`config.mk`:
```
export PLATFORM = sky130hd
export DESIGN_NAME = sd_mmc_card_init_sequencer_unit
export DESIGN_NICKNAME = d
export VERILOG_FILES = /design/src/rtl/sdci_pkg.sv /design/src/rtl/sdci_in_stage.sv /design/src/rtl/sdci_seq.sv /design/src/rtl/sdci_out_stage.sv /design/src/rtl/sd_mmc_card_init_sequencer_unit.sv
export SDC_FILE = /design/constraint.sdc
export NUM_CORES = 1
export LEC_CHECK = 0
export BUFFER_PORTS_ARGS = -buffer_cell sky130_fd_sc_hd__buf_4
export CAP_MARGIN = 0
export CORE_MARGIN = 1
export CORE_UTILIZATION = 35
export CTS_BUF_LIST = sky130_fd_sc_hd__clkbuf_8
export DETAILED_ROUTE_END_ITERATION = 10
export GPL_ROUTABILITY_DRIVEN = 0
export SYNTH_ARGS = -nofsm -noshare
export SYNTH_HDL_FRONTEND = slang
export SYNTH_SLANG_ARGS = --single-unit
export TNS_END_PERCENT = 1
```
`constraint.sdc`:
```
create_clock -name clk -period 7.2 [get_ports clk]
set_input_delay 2.16 -clock clk [delete_from_list [all_inputs] [get_ports clk]]
set_output_delay 2.16 -clock clk [all_outputs]
set_load 0.01 [all_outputs]
```
`src/rtl/sdci_pkg.sv`:
```
// Shared types, codes and constants for the SD/MMC card init sequencer.
package sdci_pkg;

  localparam int unsigned IN_DATA_W  = 40;
  localparam int unsigned OUT_DATA_W = 64;
  localparam int unsigned CFG_DATA_W = 8;

  localparam logic [7:0] MMC_LIMIT_RST = 8'd15;
  localparam logic [7:0] SD_LIMIT_RST  = 8'd150;

  localparam logic [31:0] MMC_OCR_ARG   = 32'h00ff_c000;
  localparam logic [31:0] MMC_OCR_READY = 32'h80ff_c000;
  localparam logic [31:0] SD_OCR_ARG    = 32'h00ff_8000;
  localparam logic [31:0] SD_OCR_READY  = 32'h80ff_8000;
  localparam logic [31:0] MMC_RCA_ARG   = 32'h0001_0000;
  localparam logic [31:0] SD_BUS4_ARG   = 32'h0000_0002;
  localparam logic [15:0] MMC_RCA       = 16'h0001;

  localparam logic [5:0] CMD_GO_IDLE  = 6'd0;
  localparam logic [5:0] CMD_SEND_OP  = 6'd1;
  localparam logic [5:0] CMD_ALL_CID  = 6'd2;
  localparam logic [5:0] CMD_SET_RCA  = 6'd3;
  localparam logic [5:0] CMD_BUS_WID  = 6'd6;
  localparam logic [5:0] CMD_SELECT   = 6'd7;
  localparam logic [5:0] CMD_SD_OP    = 6'd41;
  localparam logic [5:0] CMD_APP      = 6'd55;

  typedef enum logic [0:0] {
    CFG_MMC_LIMIT = 1'b0,
    CFG_SD_LIMIT  = 1'b1
  } cfg_idx_t;

  typedef enum logic [0:0] {
    OP_START = 1'b0,
    OP_DONE  = 1'b1
  } op_t;

  typedef enum logic [1:0] {
    ACT_ISSUE = 2'd0,
    ACT_OK    = 2'd1,
    ACT_FAIL  = 2'd2,
    ACT_NONE  = 2'd3
  } action_t;

  typedef enum logic [1:0] {
    CLK_IDENT  = 2'd0,
    CLK_MMC    = 2'd1,
    CLK_SD     = 2'd2
  } clk_mode_t;

  typedef enum logic [3:0] {
    PH_IDLE      = 4'd0,
    PH_GO_IDLE   = 4'd1,
    PH_MMC_OCR   = 4'd2,
    PH_SD_APP    = 4'd3,
    PH_SD_OCR    = 4'd4,
    PH_CID       = 4'd5,
    PH_RCA       = 4'd6,
    PH_SELECT    = 4'd7,
    PH_BUS_APP   = 4'd8,
    PH_BUS_WIDTH = 4'd9
  } phase_t;

  typedef struct packed {
    logic        opcode;
    logic        timed_out;
    logic [31:0] response;
  } item_t;

  typedef struct packed {
    action_t     action;
    logic [5:0]  cmd_index;
    logic [31:0] argument;
    logic        wait_response;
    logic        long_response;
    logic        delay_first;
    logic        is_mmc;
    logic [15:0] card_address;
    logic [1:0]  clock_mode;
    logic        wide_bus;
  } result_t;

endpackage

```
`src/rtl/sdci_in_stage.sv`:
```
// Input register stage: holds one accepted event until the sequencer takes it.
module sdci_in_stage (
  input  logic                           clk,
  input  logic                           rst_n,
  input  logic                           in_tvalid,
  output logic                           in_tready,
  input  logic [sdci_pkg::IN_DATA_W-1:0] in_tdata,
  input  logic                           in_tuser,
  input  logic                           step,
  output logic                           item_valid,
  output sdci_pkg::item_t                item
);

  logic            valid_r;
  logic            valid_nxt;
  sdci_pkg::item_t item_r;

  assign in_tready = !valid_r || step;
  assign valid_nxt = (in_tvalid && in_tready) || (valid_r && !step);

  always_ff @(posedge clk) begin
    if (!rst_n) begin
      valid_r <= 1'b0;
    end else begin
      valid_r <= valid_nxt;
    end
  end

  always_ff @(posedge clk) begin
    if (in_tvalid && in_tready) begin
      item_r.opcode    <= in_tuser;
      item_r.timed_out <= in_tdata[0];
      item_r.response  <= in_tdata[32:1];
    end
  end

  assign item_valid = valid_r;
  assign item       = item_r;

endmodule

```
`src/rtl/sdci_seq.sv`:
```
// Sequencer state, limit registers and the per-event decision logic.
module sdci_seq (
  input  logic                            clk,
  input  logic                            rst_n,
  input  logic                            cfg_valid,
  output logic                            cfg_ready,
  input  logic                            cfg_index,
  input  logic [sdci_pkg::CFG_DATA_W-1:0] cfg_data,
  input  logic                            step,
  input  sdci_pkg::item_t                 item,
  output sdci_pkg::result_t               res
);

  logic [7:0]         mmc_lim_r;
  logic [7:0]         sd_lim_r;
  sdci_pkg::phase_t   phase_r, phase_nxt;
  logic [7:0]         cnt_r, cnt_nxt;
  logic               mmc_r, mmc_nxt;
  logic [15:0]        rca_r, rca_nxt;
  logic [1:0]         clk_sel_r, clk_sel_nxt;
  logic               fin_r, fin_nxt;
  sdci_pkg::action_t  act;
  logic [7:0]         cnt_inc;
  logic               ocr_ok_mmc;
  logic               ocr_ok_sd;
  logic [31:0]        addr_arg;

  assign cfg_ready  = 1'b1;
  assign cnt_inc    = cnt_r + 8'd1;
  assign ocr_ok_mmc = !item.timed_out && (item.response == sdci_pkg::MMC_OCR_READY);
  assign ocr_ok_sd  = !item.timed_out && (item.response == sdci_pkg::SD_OCR_READY);

  always_ff @(posedge clk) begin
    if (!rst_n) begin
      mmc_lim_r <= sdci_pkg::MMC_LIMIT_RST;
      sd_lim_r  <= sdci_pkg::SD_LIMIT_RST;
    end else if (cfg_valid && cfg_ready) begin
      unique case (sdci_pkg::cfg_idx_t'(cfg_index))
        sdci_pkg::CFG_MMC_LIMIT: mmc_lim_r <= cfg_data;
        sdci_pkg::CFG_SD_LIMIT:  sd_lim_r  <= cfg_data;
        default: ;
      endcase
    end
  end

  always_ff @(posedge clk) begin
    if (!rst_n) begin
      phase_r   <= sdci_pkg::PH_IDLE;
      cnt_r     <= 8'd0;
      mmc_r     <= 1'b0;
      rca_r     <= 16'd0;
      clk_sel_r <= sdci_pkg::CLK_IDENT;
      fin_r     <= 1'b0;
    end else if (step) begin
      phase_r   <= phase_nxt;
      cnt_r     <= cnt_nxt;
      mmc_r     <= mmc_nxt;
      rca_r     <= rca_nxt;
      clk_sel_r <= clk_sel_nxt;
      fin_r     <= fin_nxt;
    end
  end

  // next state and transaction kind
  always_comb begin
    phase_nxt   = phase_r;
    cnt_nxt     = cnt_r;
    mmc_nxt     = mmc_r;
    rca_nxt     = rca_r;
    clk_sel_nxt = clk_sel_r;
    fin_nxt     = fin_r;
    act         = sdci_pkg::ACT_NONE;
    if (item.opcode == sdci_pkg::OP_START) begin
      priority if (fin_r) begin
        act = sdci_pkg::ACT_OK;
      end else if (phase_r != sdci_pkg::PH_IDLE) begin
        act = sdci_pkg::ACT_NONE;
      end else begin
        rca_nxt     = 16'd0;
        clk_sel_nxt = sdci_pkg::CLK_IDENT;
        cnt_nxt     = 8'd0;
        phase_nxt   = sdci_pkg::PH_GO_IDLE;
        act         = sdci_pkg::ACT_ISSUE;
      end
    end else begin
      unique case (phase_r)
        sdci_pkg::PH_GO_IDLE: begin
          cnt_nxt = 8'd0;
          priority if (mmc_lim_r != 8'd0) begin
            phase_nxt = sdci_pkg::PH_MMC_OCR;
            act       = sdci_pkg::ACT_ISSUE;
          end else if (sd_lim_r == 8'd0) begin
            phase_nxt = sdci_pkg::PH_IDLE;
            act       = sdci_pkg::ACT_FAIL;
          end else begin
            phase_nxt = sdci_pkg::PH_SD_APP;
            act       = sdci_pkg::ACT_ISSUE;
          end
        end
        sdci_pkg::PH_MMC_OCR: begin
          priority if (ocr_ok_mmc) begin
            mmc_nxt   = 1'b1;
            phase_nxt = sdci_pkg::PH_CID;
            act       = sdci_pkg::ACT_ISSUE;
          end else if (cnt_inc < mmc_lim_r) begin
            cnt_nxt = cnt_inc;
            act     = sdci_pkg::ACT_ISSUE;
          end else if (sd_lim_r == 8'd0) begin
            cnt_nxt   = 8'd0;
            phase_nxt = sdci_pkg::PH_IDLE;
            act       = sdci_pkg::ACT_FAIL;
          end else begin
            cnt_nxt   = 8'd0;
            phase_nxt = sdci_pkg::PH_SD_APP;
            act       = sdci_pkg::ACT_ISSUE;
          end
        end
        sdci_pkg::PH_SD_APP: begin
          phase_nxt = sdci_pkg::PH_SD_OCR;
          act       = sdci_pkg::ACT_ISSUE;
        end
        sdci_pkg::PH_SD_OCR: begin
          priority if (ocr_ok_sd) begin
            mmc_nxt   = 1'b0;
            phase_nxt = sdci_pkg::PH_CID;
            act       = sdci_pkg::ACT_ISSUE;
          end else if (cnt_inc < sd_lim_r) begin
            cnt_nxt   = cnt_inc;
            phase_nxt = sdci_pkg::PH_SD_APP;
            act       = sdci_pkg::ACT_ISSUE;
          end else begin
            cnt_nxt   = cnt_inc;
            phase_nxt = sdci_pkg::PH_IDLE;
            act       = sdci_pkg::ACT_FAIL;
          end
        end
        sdci_pkg::PH_CID: begin
          act = sdci_pkg::ACT_ISSUE;
          if (!item.timed_out) begin
            phase_nxt = sdci_pkg::PH_RCA;
          end
        end
        sdci_pkg::PH_RCA: begin
          act = sdci_pkg::ACT_ISSUE;
          if (!item.timed_out) begin
            phase_nxt = sdci_pkg::PH_SELECT;
            if (mmc_r) begin
              rca_nxt     = sdci_pkg::MMC_RCA;
              clk_sel_nxt = sdci_pkg::CLK_MMC;
            end else begin
              rca_nxt     = item.response[31:16];
              clk_sel_nxt = sdci_pkg::CLK_SD;
            end
          end
        end
        sdci_pkg::PH_SELECT: begin
          act = sdci_pkg::ACT_ISSUE;
          if (!item.timed_out) begin
            phase_nxt = sdci_pkg::PH_BUS_APP;
          end
        end
        sdci_pkg::PH_BUS_APP: begin
          phase_nxt = sdci_pkg::PH_BUS_WIDTH;
          act       = sdci_pkg::ACT_ISSUE;
        end
        sdci_pkg::PH_BUS_WIDTH: begin
          if (item.timed_out) begin
            phase_nxt = sdci_pkg::PH_BUS_APP;
            act       = sdci_pkg::ACT_ISSUE;
          end else begin
            phase_nxt = sdci_pkg::PH_IDLE;
            fin_nxt   = 1'b1;
            act       = sdci_pkg::ACT_OK;
          end
        end
        default: begin
          phase_nxt = sdci_pkg::PH_IDLE;
          act       = sdci_pkg::ACT_NONE;
        end
      endcase
    end
  end

  // command fields follow from the phase being entered
  assign addr_arg = {rca_nxt, 16'd0};

  always_comb begin
    res               = '0;
    res.action        = act;
    res.is_mmc        = mmc_nxt;
    res.card_address  = rca_nxt;
    res.clock_mode    = clk_sel_nxt;
    res.wide_bus      = !mmc_nxt && (fin_nxt || phase_nxt == sdci_pkg::PH_BUS_APP ||
                                     phase_nxt == sdci_pkg::PH_BUS_WIDTH);
    if (act == sdci_pkg::ACT_ISSUE) begin
      res.wait_response = 1'b1;
      unique case (phase_nxt)
        sdci_pkg::PH_GO_IDLE: begin
          res.cmd_index     = sdci_pkg::CMD_GO_IDLE;
          res.wait_response = 1'b0;
        end
        sdci_pkg::PH_MMC_OCR: begin
          res.cmd_index = sdci_pkg::CMD_SEND_OP;
          res.argument  = sdci_pkg::MMC_OCR_ARG;
        end
        sdci_pkg::PH_SD_APP: begin
          res.cmd_index   = sdci_pkg::CMD_APP;
          res.argument    = addr_arg;
          res.delay_first = (phase_r == sdci_pkg::PH_SD_OCR);
        end
        sdci_pkg::PH_SD_OCR: begin
          res.cmd_index = sdci_pkg::CMD_SD_OP;
          res.argument  = sdci_pkg::SD_OCR_ARG;
        end
        sdci_pkg::PH_CID: begin
          res.cmd_index     = sdci_pkg::CMD_ALL_CID;
          res.long_response = 1'b1;
        end
        sdci_pkg::PH_RCA: begin
          res.cmd_index = sdci_pkg::CMD_SET_RCA;
          res.argument  = mmc_nxt ? sdci_pkg::MMC_RCA_ARG : 32'd0;
        end
        sdci_pkg::PH_SELECT: begin
          res.cmd_index = sdci_pkg::CMD_SELECT;
          res.argument  = addr_arg;
        end
        sdci_pkg::PH_BUS_APP: begin
          res.cmd_index = sdci_pkg::CMD_APP;
          res.argument  = addr_arg;
        end
        sdci_pkg::PH_BUS_WIDTH: begin
          res.cmd_index = sdci_pkg::CMD_BUS_WID;
          res.argument  = mmc_nxt ? 32'd0 : sdci_pkg::SD_BUS4_ARG;
        end
        default: begin
          res.wait_response = 1'b0;
        end
      endcase
    end
  end

endmodule

```
`src/rtl/sdci_out_stage.sv`:
```
// Output register stage: holds one result until the downstream takes it.
module sdci_out_stage (
  input  logic                            clk,
  input  logic                            rst_n,
  input  logic                            item_valid,
  input  sdci_pkg::result_t               res,
  output logic                            step,
  output logic                            out_tvalid,
  input  logic                            out_tready,
  output logic [sdci_pkg::OUT_DATA_W-1:0] out_tdata,
  output logic [1:0]                      out_tuser
);

  logic              valid_r;
  sdci_pkg::result_t res_r;

  assign step = item_valid && (!valid_r || out_tready);

  always_ff @(posedge clk) begin
    if (!rst_n) begin
      valid_r <= 1'b0;
    end else if (step) begin
      valid_r <= 1'b1;
    end else if (out_tready) begin
      valid_r <= 1'b0;
    end
  end

  always_ff @(posedge clk) begin
    if (step) begin
      res_r <= res;
    end
  end

  assign out_tvalid = valid_r;
  assign out_tuser  = res_r.action;
  assign out_tdata  = {3'd0, res_r.wide_bus, res_r.clock_mode, res_r.card_address,
                       res_r.is_mmc, res_r.delay_first, res_r.long_response,
                       res_r.wait_response, res_r.argument, res_r.cmd_index};

endmodule

```
`src/rtl/sd_mmc_card_init_sequencer_unit.sv`:
```
// Top level of the SD/MMC card init sequencer.
// Path from input transaction to result: input register, then output register.
// Throughput: one event per cycle unless out_tready stalls; decision is combinational.
// Reset: rst_n synchronous, active low; clears phase, counters, card state and both
// stage valids, and loads the attempt limits with 15 (MMC) and 150 (SD).
module sd_mmc_card_init_sequencer_unit (
  input  logic                            clk,
  input  logic                            rst_n,
  input  logic                            in_tvalid,
  output logic                            in_tready,
  input  logic [sdci_pkg::IN_DATA_W-1:0]  in_tdata,   // timed_out, response[31:0], pad
  input  logic                            in_tuser,   // opcode
  output logic                            out_tvalid,
  input  logic                            out_tready,
  output logic [sdci_pkg::OUT_DATA_W-1:0] out_tdata,  // cmd_index[5:0], argument[31:0],
                                                      // wait_response, long_response,
                                                      // delay_first, is_mmc,
                                                      // card_address[15:0], clock_mode[1:0],
                                                      // wide_bus, pad
  output logic [1:0]                      out_tuser,  // action
  input  logic                            cfg_valid,
  output logic                            cfg_ready,
  input  logic                            cfg_index,
  input  logic [sdci_pkg::CFG_DATA_W-1:0] cfg_data
);

  logic              step;
  logic              item_valid;
  sdci_pkg::item_t   item;
  sdci_pkg::result_t res;

  sdci_in_stage u_in (
    .clk        (clk),
    .rst_n      (rst_n),
    .in_tvalid  (in_tvalid),
    .in_tready  (in_tready),
    .in_tdata   (in_tdata),
    .in_tuser   (in_tuser),
    .step       (step),
    .item_valid (item_valid),
    .item       (item)
  );

  sdci_seq u_seq (
    .clk       (clk),
    .rst_n     (rst_n),
    .cfg_valid (cfg_valid),
    .cfg_ready (cfg_ready),
    .cfg_index (cfg_index),
    .cfg_data  (cfg_data),
    .step      (step),
    .item      (item),
    .res       (res)
  );

  sdci_out_stage u_out (
    .clk        (clk),
    .rst_n      (rst_n),
    .item_valid (item_valid),
    .res        (res),
    .step       (step),
    .out_tvalid (out_tvalid),
    .out_tready (out_tready),
    .out_tdata  (out_tdata),
    .out_tuser  (out_tuser)
  );

endmodule

```
==> results of run 1 <==
-- final cells by class --
type / count / area [um2] / area share
Multi-Input combinational cell: 397 / 2480 / 0.328
Timing Repair Buffer: 103 / 773 / 0.102
Clock buffer: 17 / 234 / 0.0310
Tap cell: 225 / 282 / 0.0373
Inverter: 28 / 105 / 0.0139
Sequential cell: 134 / 3520 / 0.466
Clock inverter: 15 / 163 / 0.0215
-- layer usage --
layer  global-route usage  vias up
met1                0.191     2197
met3               0.0462       24
met4               0.0753        0
li1                     -     2310
met2                0.245      143
met5                    0        -
-- synthesized netlist by cell type, drive strengths merged, types with 2 or more instances --
| cell type | count | area share |
|---|---|---|
| nand2 | 52 | 0.031 |
| a211oi | 4 | 0.0047 |
| and3 | 4 | 0.0040 |
| buf | 29 | 0.034 |
| a32o | 2 | 0.0032 |
| ha | 15 | 0.030 |
| nand3b | 2 | 0.0024 |
| nor4 | 13 | 0.017 |
| nor2 | 75 | 0.046 |
| and2 | 4 | 0.0040 |
| nand4 | 6 | 0.0059 |
| o21bai | 2 | 0.0047 |
| or3 | 3 | 0.0038 |
| o22ai | 2 | 0.0020 |
| xnor2 | 5 | 0.0069 |
| dfxtp | 50 | 0.16 |
| inv | 27 | 0.016 |
| nor4b | 5 | 0.010 |
| a31oi | 4 | 0.0040 |
| edfxtp | 84 | 0.40 |
| o211a | 2 | 0.0043 |
| nor2b | 12 | 0.015 |
| a22o | 12 | 0.017 |
| xor2 | 2 | 0.0028 |
| clkbuf | 17 | 0.010 |
| nor3 | 18 | 0.016 |
| a21oi | 35 | 0.028 |
| o21ai | 29 | 0.024 |
| a32oi | 2 | 0.0028 |
| or2 | 3 | 0.0030 |
| conb | 2 | 0.0012 |
| o211ai | 11 | 0.014 |
| nand3 | 16 | 0.013 |
| a22oi | 15 | 0.018 |
| nand2b | 3 | 0.0030 |
| a21o | 4 | 0.0047 |
| a2111oi | 3 | 0.0081 |
-- where the power goes --
| part | total (mW) | internal [mW] | switching [mW] |
|---|---|---|---|
| clock network | 0.618 | 0.288 | 0.331 |
| registers | 0.879 | 0.853 | 0.0267 |
| logic | 0.175 | 0.0715 | 0.104 |
-- critical path: stages --
cell and delay, ns:
buf_4 0.11, nor2b_1 0.21, nand2_1 0.10, buf_4 0.15
-- registers in the layout (all words and copies together) (netlist names) --
| signal | cells |
|---|---|
| u_seq.sd_lim_r | 8 |
| u_seq.mmc_r | 1 |
| u_out.out_tvalid | 1 |
| u_seq.fin_r | 1 |
| u_in.item | 34 |
| u_seq.cnt_r | 8 |
| u_seq.mmc_lim_r | 8 |
| u_seq.rca_r | 16 |
| u_out.out_tuser | 2 |
| u_seq.phase_r | 4 |
| u_seq.clk_sel_r | 2 |
| u_in.item_valid | 1 |
| u_out.out_tdata | 48 |
-- logic make-up (layout without fill, tap and decap cells) --
group                    Yosys count  count (layout)  synth area share
other                              2              17           0.00119
flip-flops                       134             134             0.557
AND/OR/NAND/NOR                  220             220             0.180
AO/OA/AOI/OAI                    137             137             0.159
multiplexers                       1               1           0.00217
buffers and inverters             74             163            0.0609
adder cells (fa/ha/maj)           15              15            0.0297
XOR/XNOR                           7               7           0.00969
-- worst paths after layout --
kind                                          from             endpoint  slack, ns
worst max-delay path                    out_tready            in_tready       2.31
worst min-delay path            u_seq.clk_sel_r[1]   u_seq.clk_sel_r[1]       0.46
worst max register to register      u_seq.cnt_r[0]  u_out.out_tdata[35]       3.38
worst min register to register  u_seq.clk_sel_r[1]   u_seq.clk_sel_r[1]       0.46
-- per-stage QoR --
step	std cells	setup slack [ns]	area [um2]
3_3_place_gp	887	2.33	7160
6_report	919	2.31	7560
5_1_grt	919	2.26	7560
3_5_place_dp	887	2.31	7160
2_1_floorplan	605	2.37	6390
4_1_cts	919	2.31	7560
==> metrics.txt, run 1 <==
I/O pin count=around 120; Cells after Synth=between 500 and 600; mapped cell area=6330 um2; first-pass GRT wire length=21900 um; Hold WC Path Type=reg2reg; Post-synth EDFFs=84; Filler cells=1692; Worst-Skew Late Latency=~0.46 ns; n_diodes=0; max layer used=met4; hold_buf cts=0; Clock Tree Buf Depth=2; Worst Clk Skew=approximately 0.010 ns; Arrival @ worst endpoint=~2.7 ns; Max Fclk=roughly 200 MHz; WHS Path Cells=2; post-layout util=0.432; Design Power=~1.7 mW; total CTS buffers=17; unrepaired setup endpoints after global routing=false; Critical Path RT=a little over 5 ns; buffers added on ports=between 90 and 100; nets@finish=between 700 and 800; Initial DRT Pass Iterations=5; Detail Route met3 WL=851 um; status=finished, final reports clean; CTS-repair resized insts=0; Yosys reg bits=around 130; most frequent cells in the layout=buf_4 (103), edfxtp_1 (84), nor2_1 (71); clk sinks=134; Residual DRC=0; leakage=just under 3 nW; Netlist cell types=73; CTS clk-pin slew, worst paths=about 0.080 ns; r2r worst-path depth=13; area growth from synthesis to layout=19.4%; maxcap violations=0; setup TNS=0 ns; Die ar.=around 19000 um2; dpl hpwl=between 10000 and 15000 um; Ys Warns=0; Seq/Total Area, Yosys=0.557; antenna violations before repair=0; Peak VDD IR=roughly 0.00011 V; Synth Flop Type=edfxtp_1; Starting Density=0.362; Avg WL per Cell=roughly 15 um; type of origin of the critical path=input pin; hold slack=about 0.46 ns; H-Tree Depth=4; Syn Area/Cell=~11 um2; num rows=48; Vias/cell=5.09; Total Routed Length=approximately 14000 um; CTS tree=built; fraction of registers with async set/reset=0; metal2 WL=around 6600 um; final setup vio count=0; final period utilization=0.679; Vias=roughly 4700; max-slew violations=0; GRT overflow=0; Total GRT Usage=0.155; Die Width=~140 um; met1 wire length=slightly above 6000 um; WS Path Type=in2out; Slew @ Worst Pin=roughly 1.1 ns; crit end category=output pin; pwr dens=about 220 nW/um2; CORE AREA=17500 um2; worst-path maximum fanout=4; most common cell after layout, fill and taps aside=buf_4; Initial DRC Count=237; share of cells above drive strength 1=0.246; ANT nets after route=0; Final Critical Period=between 4 and 5 ns; Max-slew headroom=0.282; largest net degree at the start of global routing=45; Setup Buffers After CTS=0; Final Hold Viols=0; root buf cell=clkbuf_8; vias in the first global route=4397; die height=136 um
Power figures use the tool's default switching activity.
==> run 2: changes to the inputs <==
==> constraint.sdc (replaced) <==
create_clock -name clk -period 4.19 [get_ports clk]
set_input_delay 1.257 -clock clk [delete_from_list [all_inputs] [get_ports clk]]
set_output_delay 1.257 -clock clk [all_outputs]
set_load 0.01 [all_outputs]
==> run 2 against run 1 <==
Compared with the run above: critical path depth up 9; register-to-register slack worse by 3.0 ns; first-iteration DRC count grew 34%; setup slack lost 1.9 ns; sequential power rose by 72%; clock skew up 0.0039 ns; wire length fell by 0.69%.
==> metrics.txt, run 2 (synthesis results as in run 1) <==
final setup vio count=0 (unchanged); Final Critical Period=3.78 ns; setup TNS=0 ns (unchanged); Vias/cell=5.08 (about the same); max FFs per register=48 (unchanged); Starting Density=0.362 (unchanged); Crit Reg-Reg Startpoint=u_seq.cnt_r[0]; die height=136 um (unchanged); pwr dens=385 nW/um2 (+74%); min-delay src=u_seq.clk_sel_r[1]; Final Hold Viols=0 (unchanged); Setup crit start=u_seq.cnt_r[0]; placed inst area=7180 um2 (+0.21%); H-Tree Depth=4 (unchanged); Total Routed Length=13900 um (-0.69%); CTS tree=built; num rows=48 (unchanged); most frequent cells in the layout=buf_4 (105), edfxtp_1 (84), nor2_1 (71); GRT overflow=0 (unchanged); type of origin of the critical path=register; Hold WC Path Type=reg2reg; Initial DRC Count=318 (+34%); n_diodes=0 (unchanged); root buf cell=clkbuf_8; WS Path Type=reg2reg; Total GRT Usage=0.154 (-0.000668); leakage=2.94 nW (+0.54%); Residual DRC=0 (unchanged); fin worst setup slack=0.408 ns (-1.91 ns); clk sinks=134 (unchanged); unrepaired setup endpoints after global routing=false; ANT nets after route=0 (unchanged); Avg WL per Cell=15.0 um (-0.90%); CTS clk-pin slew, worst paths=0.08 ns (about the same); share of cells above drive strength 1=0.246 (-0.000708); Slew @ Worst Pin=1.08 ns (+0.00314 ns); max-slew violations=0 (unchanged); I/O pin count=124 (unchanged); antenna violations before repair=0 (unchanged); most common cell after layout, fill and taps aside=buf_4; Critical Path RT=4.50 ns (-0.54 ns); fin cells=921 (+0.22%); Arrival @ worst endpoint=4.09 ns (+1.36 ns); Peak VDD IR=0.000236 V (+120%); dpl hpwl=10300 um (+0.13%); CORE AREA=17500 um2 (unchanged); hold_buf cts=0 (unchanged); first-pass GRT wire length=22000 um (+0.44%); Max-slew headroom=0.280 (-0.00210); total CTS buffers=17 (unchanged); Die ar.=18600 um2 (unchanged); Vias=4681 (+0.15%); CTS-repair resized insts=0 (unchanged); Worst Clk Skew=0.0141 ns (+0.00388 ns); dpl cells=889 (+0.23%); maxcap violations=0 (unchanged); vias in the first global route=4498 (+2.3%); largest net degree at the start of global routing=35 (-22%); Max Fclk=264 MHz; Clock Tree Buf Depth=2 (unchanged); buffers added on ports=99 (unchanged); nets@finish=753 (+0.27%); final period utilization=0.903; Setup Buffers After CTS=0 (unchanged); Initial DRT Pass Iterations=5 (unchanged); area growth from synthesis to layout=19.9%; Die Width=136 um (unchanged); Worst-Skew Late Latency=0.45 ns (about the same); worst-path maximum fanout=10 (+6); Finished Cell Area=7590 um2 (+0.40%); status=finished, final reports clean; crit end category=register; Placement Setup Slack=0.421 ns (-1.89 ns)
run 2: per-stage QoR:
stage | hold WS [ns] | utilization | power, mW
after floorplan | 0.437 | - | 1.74
after global placement | 0.446 | 0.411 | 1.83
after detailed placement | 0.460 | 0.411 | 1.84
after CTS | 0.472 | 0.434 | 2.95
after global routing | 0.499 | 0.434 | 3.05
final | 0.467 | 0.434 | 2.92
run 2: final timing paths:
kind,to,slack [ns],depth (start not counted)
hold reg to reg,u_seq.clk_sel_r[1],0.47,2
setup / recovery,u_out.out_tdata[31],0.41,13
setup reg to reg,u_out.out_tdata[31],0.41,13
hold / removal,u_seq.clk_sel_r[1],0.47,2
run 2: worst max-delay path, cell delays in order, from the launching register on:
cell       delay (ns)
dfxtp_1          0.45
ha_1             0.28
nand3_1          0.18
nor2_1           0.17
xor2_1           0.29
ha_1             0.31
and3_1           0.17
o21ai_2          0.18
o311ai_4         0.15
a2111oi_2        0.45
nor2_2           0.17
nor3b_4          0.48
o21bai_4         0.22
nor2b_2          0.15
run 2: final cells by class:
cell class / instances / area, um2
clock buffers: 17 / 234
clock inverters: 15 / 178
fillers: 1661 / 9890
inverters: 28 / 105
multi-input cells: 397 / 2480
flip-flops and latches: 134 / 3520
well taps: 225 / 282
repair buffers: 105 / 788
run 2: layer usage:
| layer | vias up | track usage | part of all wire |
|---|---|---|---|
| li1 | 2311 | - | - |
| met1 | 2193 | 0.196 | 0.45 |
| met2 | 155 | 0.239 | 0.47 |
| met3 | 22 | 0.0507 | 0.064 |
| met4 | 0 | 0.0623 | 0.018 |
| met5 | - | 0 | 0 |
run 2: report_power, final:
| part | switching [mW] | leakage [nW] | internal (mW) | total, mW |
|---|---|---|---|---|
| combinational | 0.179 | 1.52 | 0.124 | 0.303 |
| clock | 0.518 | 0.202 | 0.590 | 1.11 |
| sequential | 0.0456 | 1.22 | 1.47 | 1.51 |
==> run 3: changes to the inputs <==
--- a/config.mk
+++ b/config.mk
@@ -8,7 +8,7 @@
 export BUFFER_PORTS_ARGS = -buffer_cell sky130_fd_sc_hd__buf_4
 export CAP_MARGIN = 0
 export CORE_MARGIN = 1
-export CORE_UTILIZATION = 35
+export CORE_UTILIZATION = 25
 export CTS_BUF_LIST = sky130_fd_sc_hd__clkbuf_8
 export DETAILED_ROUTE_END_ITERATION = 10
 export GPL_ROUTABILITY_DRIVEN = 0
==> run 3 against run 2 <==
Compared with the run above: clock skew grew 0.00070 ns; fmax grew 2.7%; sequential power is essentially flat; critical path depth is the same; largest cell class unchanged.
==> metrics.txt, run 3 (synthesis results as in run 1) <==
status=finished, final reports clean; Max-slew headroom=0.371 (+0.0916); root buf cell=clkbuf_8; clk sinks=134 (unchanged); nets@finish=758 (+0.66%); met1 Usage GRT=0.148 (-0.0486); final setup vio count=0 (unchanged); die height=161 um (+18%); CP most frequent cell=ha_1; area growth from synthesis to layout=22.2%; setup TNS=0 ns (unchanged); unrepaired setup endpoints after global routing=false; H-Tree Depth=4 (unchanged); most frequent cells in the layout=buf_4 (110), edfxtp_1 (84), nor2_1 (71); antenna violations before repair=0 (unchanged); r2r worst-path depth=13 (unchanged); critical path, cell by cell=ha_1, nand3_1, nor2_1, xor2_1, ha_1, and3_1, o21ai_2, o311ai_4, a2111oi_2, nor2_2, nor3b_4, o21bai_4, nor2b_2; Peak VDD IR=0.000169 V (-28%); WHS Path Cells=2 (unchanged); num rows=57 (+19%); Max Fclk=271 MHz (+2.7%); dpl hpwl=10500 um (+2.7%); Combinational Power Share=0.106 (+0.002); Hold WC Path Type=reg2reg; crit end category=register; footprint of the multi-input gates=2480 um2 (unchanged); Avg WL per Cell=13.8 um (-8.5%); Slew @ Worst Pin=0.943 ns (-0.133 ns); Vias=4547 (-2.9%); sequential power share=0.522 (+0.005); vias in the first global route=4302 (-4.4%); dpl cells=993 (+12%); Worst Path Buf+Inv=0 (unchanged); Clock power frac=0.371 (-0.008); CTS-repair resized insts=0 (unchanged); CP max stage delay=0.51 ns (+0.03 ns); max-slew violations=0 (unchanged); Crit Reg-Reg Startpoint=u_seq.cnt_r[0]; Worst Clk Skew=0.0148 ns (+0.000695 ns); CTS clk-pin slew, worst paths=0.09 ns (about the same); worst-path maximum fanout=10 (unchanged); fin cells=1025 (+11%); placed inst area=7340 um2 (+2.2%); Storage cell area=3520 um2 (unchanged); I/O pin count=124 (unchanged); CTS tree=built; grt met2 use=0.175 (-0.0649); CORE AREA=24600 um2 (+41%); most common cell after layout, fill and taps aside=buf_4; Reg2Reg Capture Point=u_out.out_tdata[31]; pwr dens=374 nW/um2 (-2.9%); Finished Cell Area=7730 um2 (+1.9%); Residual DRC=0 (unchanged); Vias/cell=4.44 (-13%); WS Path Type=reg2reg; GRT overflow=0 (unchanged); Starting Density=0.257 (-0.105); Placement Setup Slack=0.546 ns (+0.125 ns); post-layout util=0.314 (-0.120); buffers added on ports=99 (unchanged); hold_buf cts=0 (unchanged); busiest grt layer=met2; n_diodes=0 (unchanged); fin worst setup slack=0.507 ns (+0.0983 ns); Final Critical Period=3.68 ns (-0.0983 ns); Filler cells=2533 (+52%); Total GRT Usage=0.112 (-0.0421); Initial DRC Count=342 (+7.5%); Die Width=161 um (+18%); Psw=0.804 mW (+8.3%); final period utilization=0.879 (-0.0235); leakage=2.96 nW (+0.85%); Worst-Skew Late Latency=0.46 ns (about the same); Setup Buffers After CTS=0 (unchanged); total CTS buffers=17 (unchanged); Worst Hold End=u_seq.clk_sel_r[1]; hold slack=0.466 ns (-0.00152 ns); Total Routed Length=14100 um (+1.9%); maxcap violations=0 (unchanged); share of cells above drive strength 1=0.254 (+0.00823); Critical Path RT=4.51 ns (about the same); min-delay src=u_seq.clk_sel_r[1]; largest net degree at the start of global routing=41 (+17%); r2r setup slk=0.51 ns (+0.10 ns); Die ar.=26000 um2 (+39%); Initial DRT Pass Iterations=4 (-1); Final Hold Viols=0 (unchanged); M3 GR Usage=0.0272 (-0.0235); largest delay contributor family on the critical path=simple AND/OR/NAND/NOR gates; Design Power=2.89 mW (-1.1%); internal power=2.09 mW (-4.3%); slowest CP cell=a2111oi_2; Clock Tree Buf Depth=2 (unchanged); ANT nets after route=0 (unchanged); Arrival @ worst endpoint=4.00 ns (-0.09 ns); type of origin of the critical path=register; max FFs per register=48 (unchanged); Switching Fraction=0.278 (+0.0242); first-pass GRT wire length=22700 um (+3.3%)
==> run 3: cell types whose count changed in the layout (fill, tap and decap cells not counted), sizes merged <==
cell and change:
inv +4, clkinvlp -2, buf +5, bufinv -2
==> run 3: worst min-delay path, delay by kind of cell, from the launching register on <==
kind | cells | cell delay, ns
AO/OA/AOI/OAI | 1 | 0.05
flip-flops | 1 | 0.32
AND/OR/NAND/NOR | 1 | 0.05
==> run 3: layout make-up <==
class,instances,area share
tap,324,0.0524
sequential,134,0.456
clock inverter,15,0.0209
inverter,28,0.0136
timing repair buffer,110,0.107
clock buffer,17,0.0303
multi-input combinational,397,0.320
==> run 3: power by group through the flow <==
| stage | Clock [mW] | Sequential (mW) | Combinational, mW |
|---|---|---|---|
| floorplan | 0 | 1.53 | 0.207 |
| global placement | 0 | 1.54 | 0.307 |
| detailed placement | 0 | 1.54 | 0.310 |
| CTS | 1.11 | 1.51 | 0.310 |
| global route | 1.15 | 1.52 | 0.340 |
| finish | 1.07 | 1.51 | 0.307 |
==> run 3: worst max-delay path by stage <==
stage	startpoint	endpoint	depth (start not counted)
finish	u_seq.cnt_r[0]	u_out.out_tdata[31]	13
global route	u_seq.cnt_r[0]	u_out.out_tdata[31]	13
CTS	u_seq.cnt_r[0]	u_out.out_tdata[34]	13
detailed placement	u_seq.cnt_r[0]	u_out.out_tdata[31]	13
global placement	u_seq.cnt_r[0]	u_out.out_tdata[31]	13
floorplan	out_tready	u_out.out_tdata[0]	5
==> run 3: routing by layer <==
metal / wire length, um / share of wire
met1: 6560 / 0.46
met2: 6600 / 0.47
met3: 709 / 0.050
met4: 252 / 0.018
met5: 0 / 0
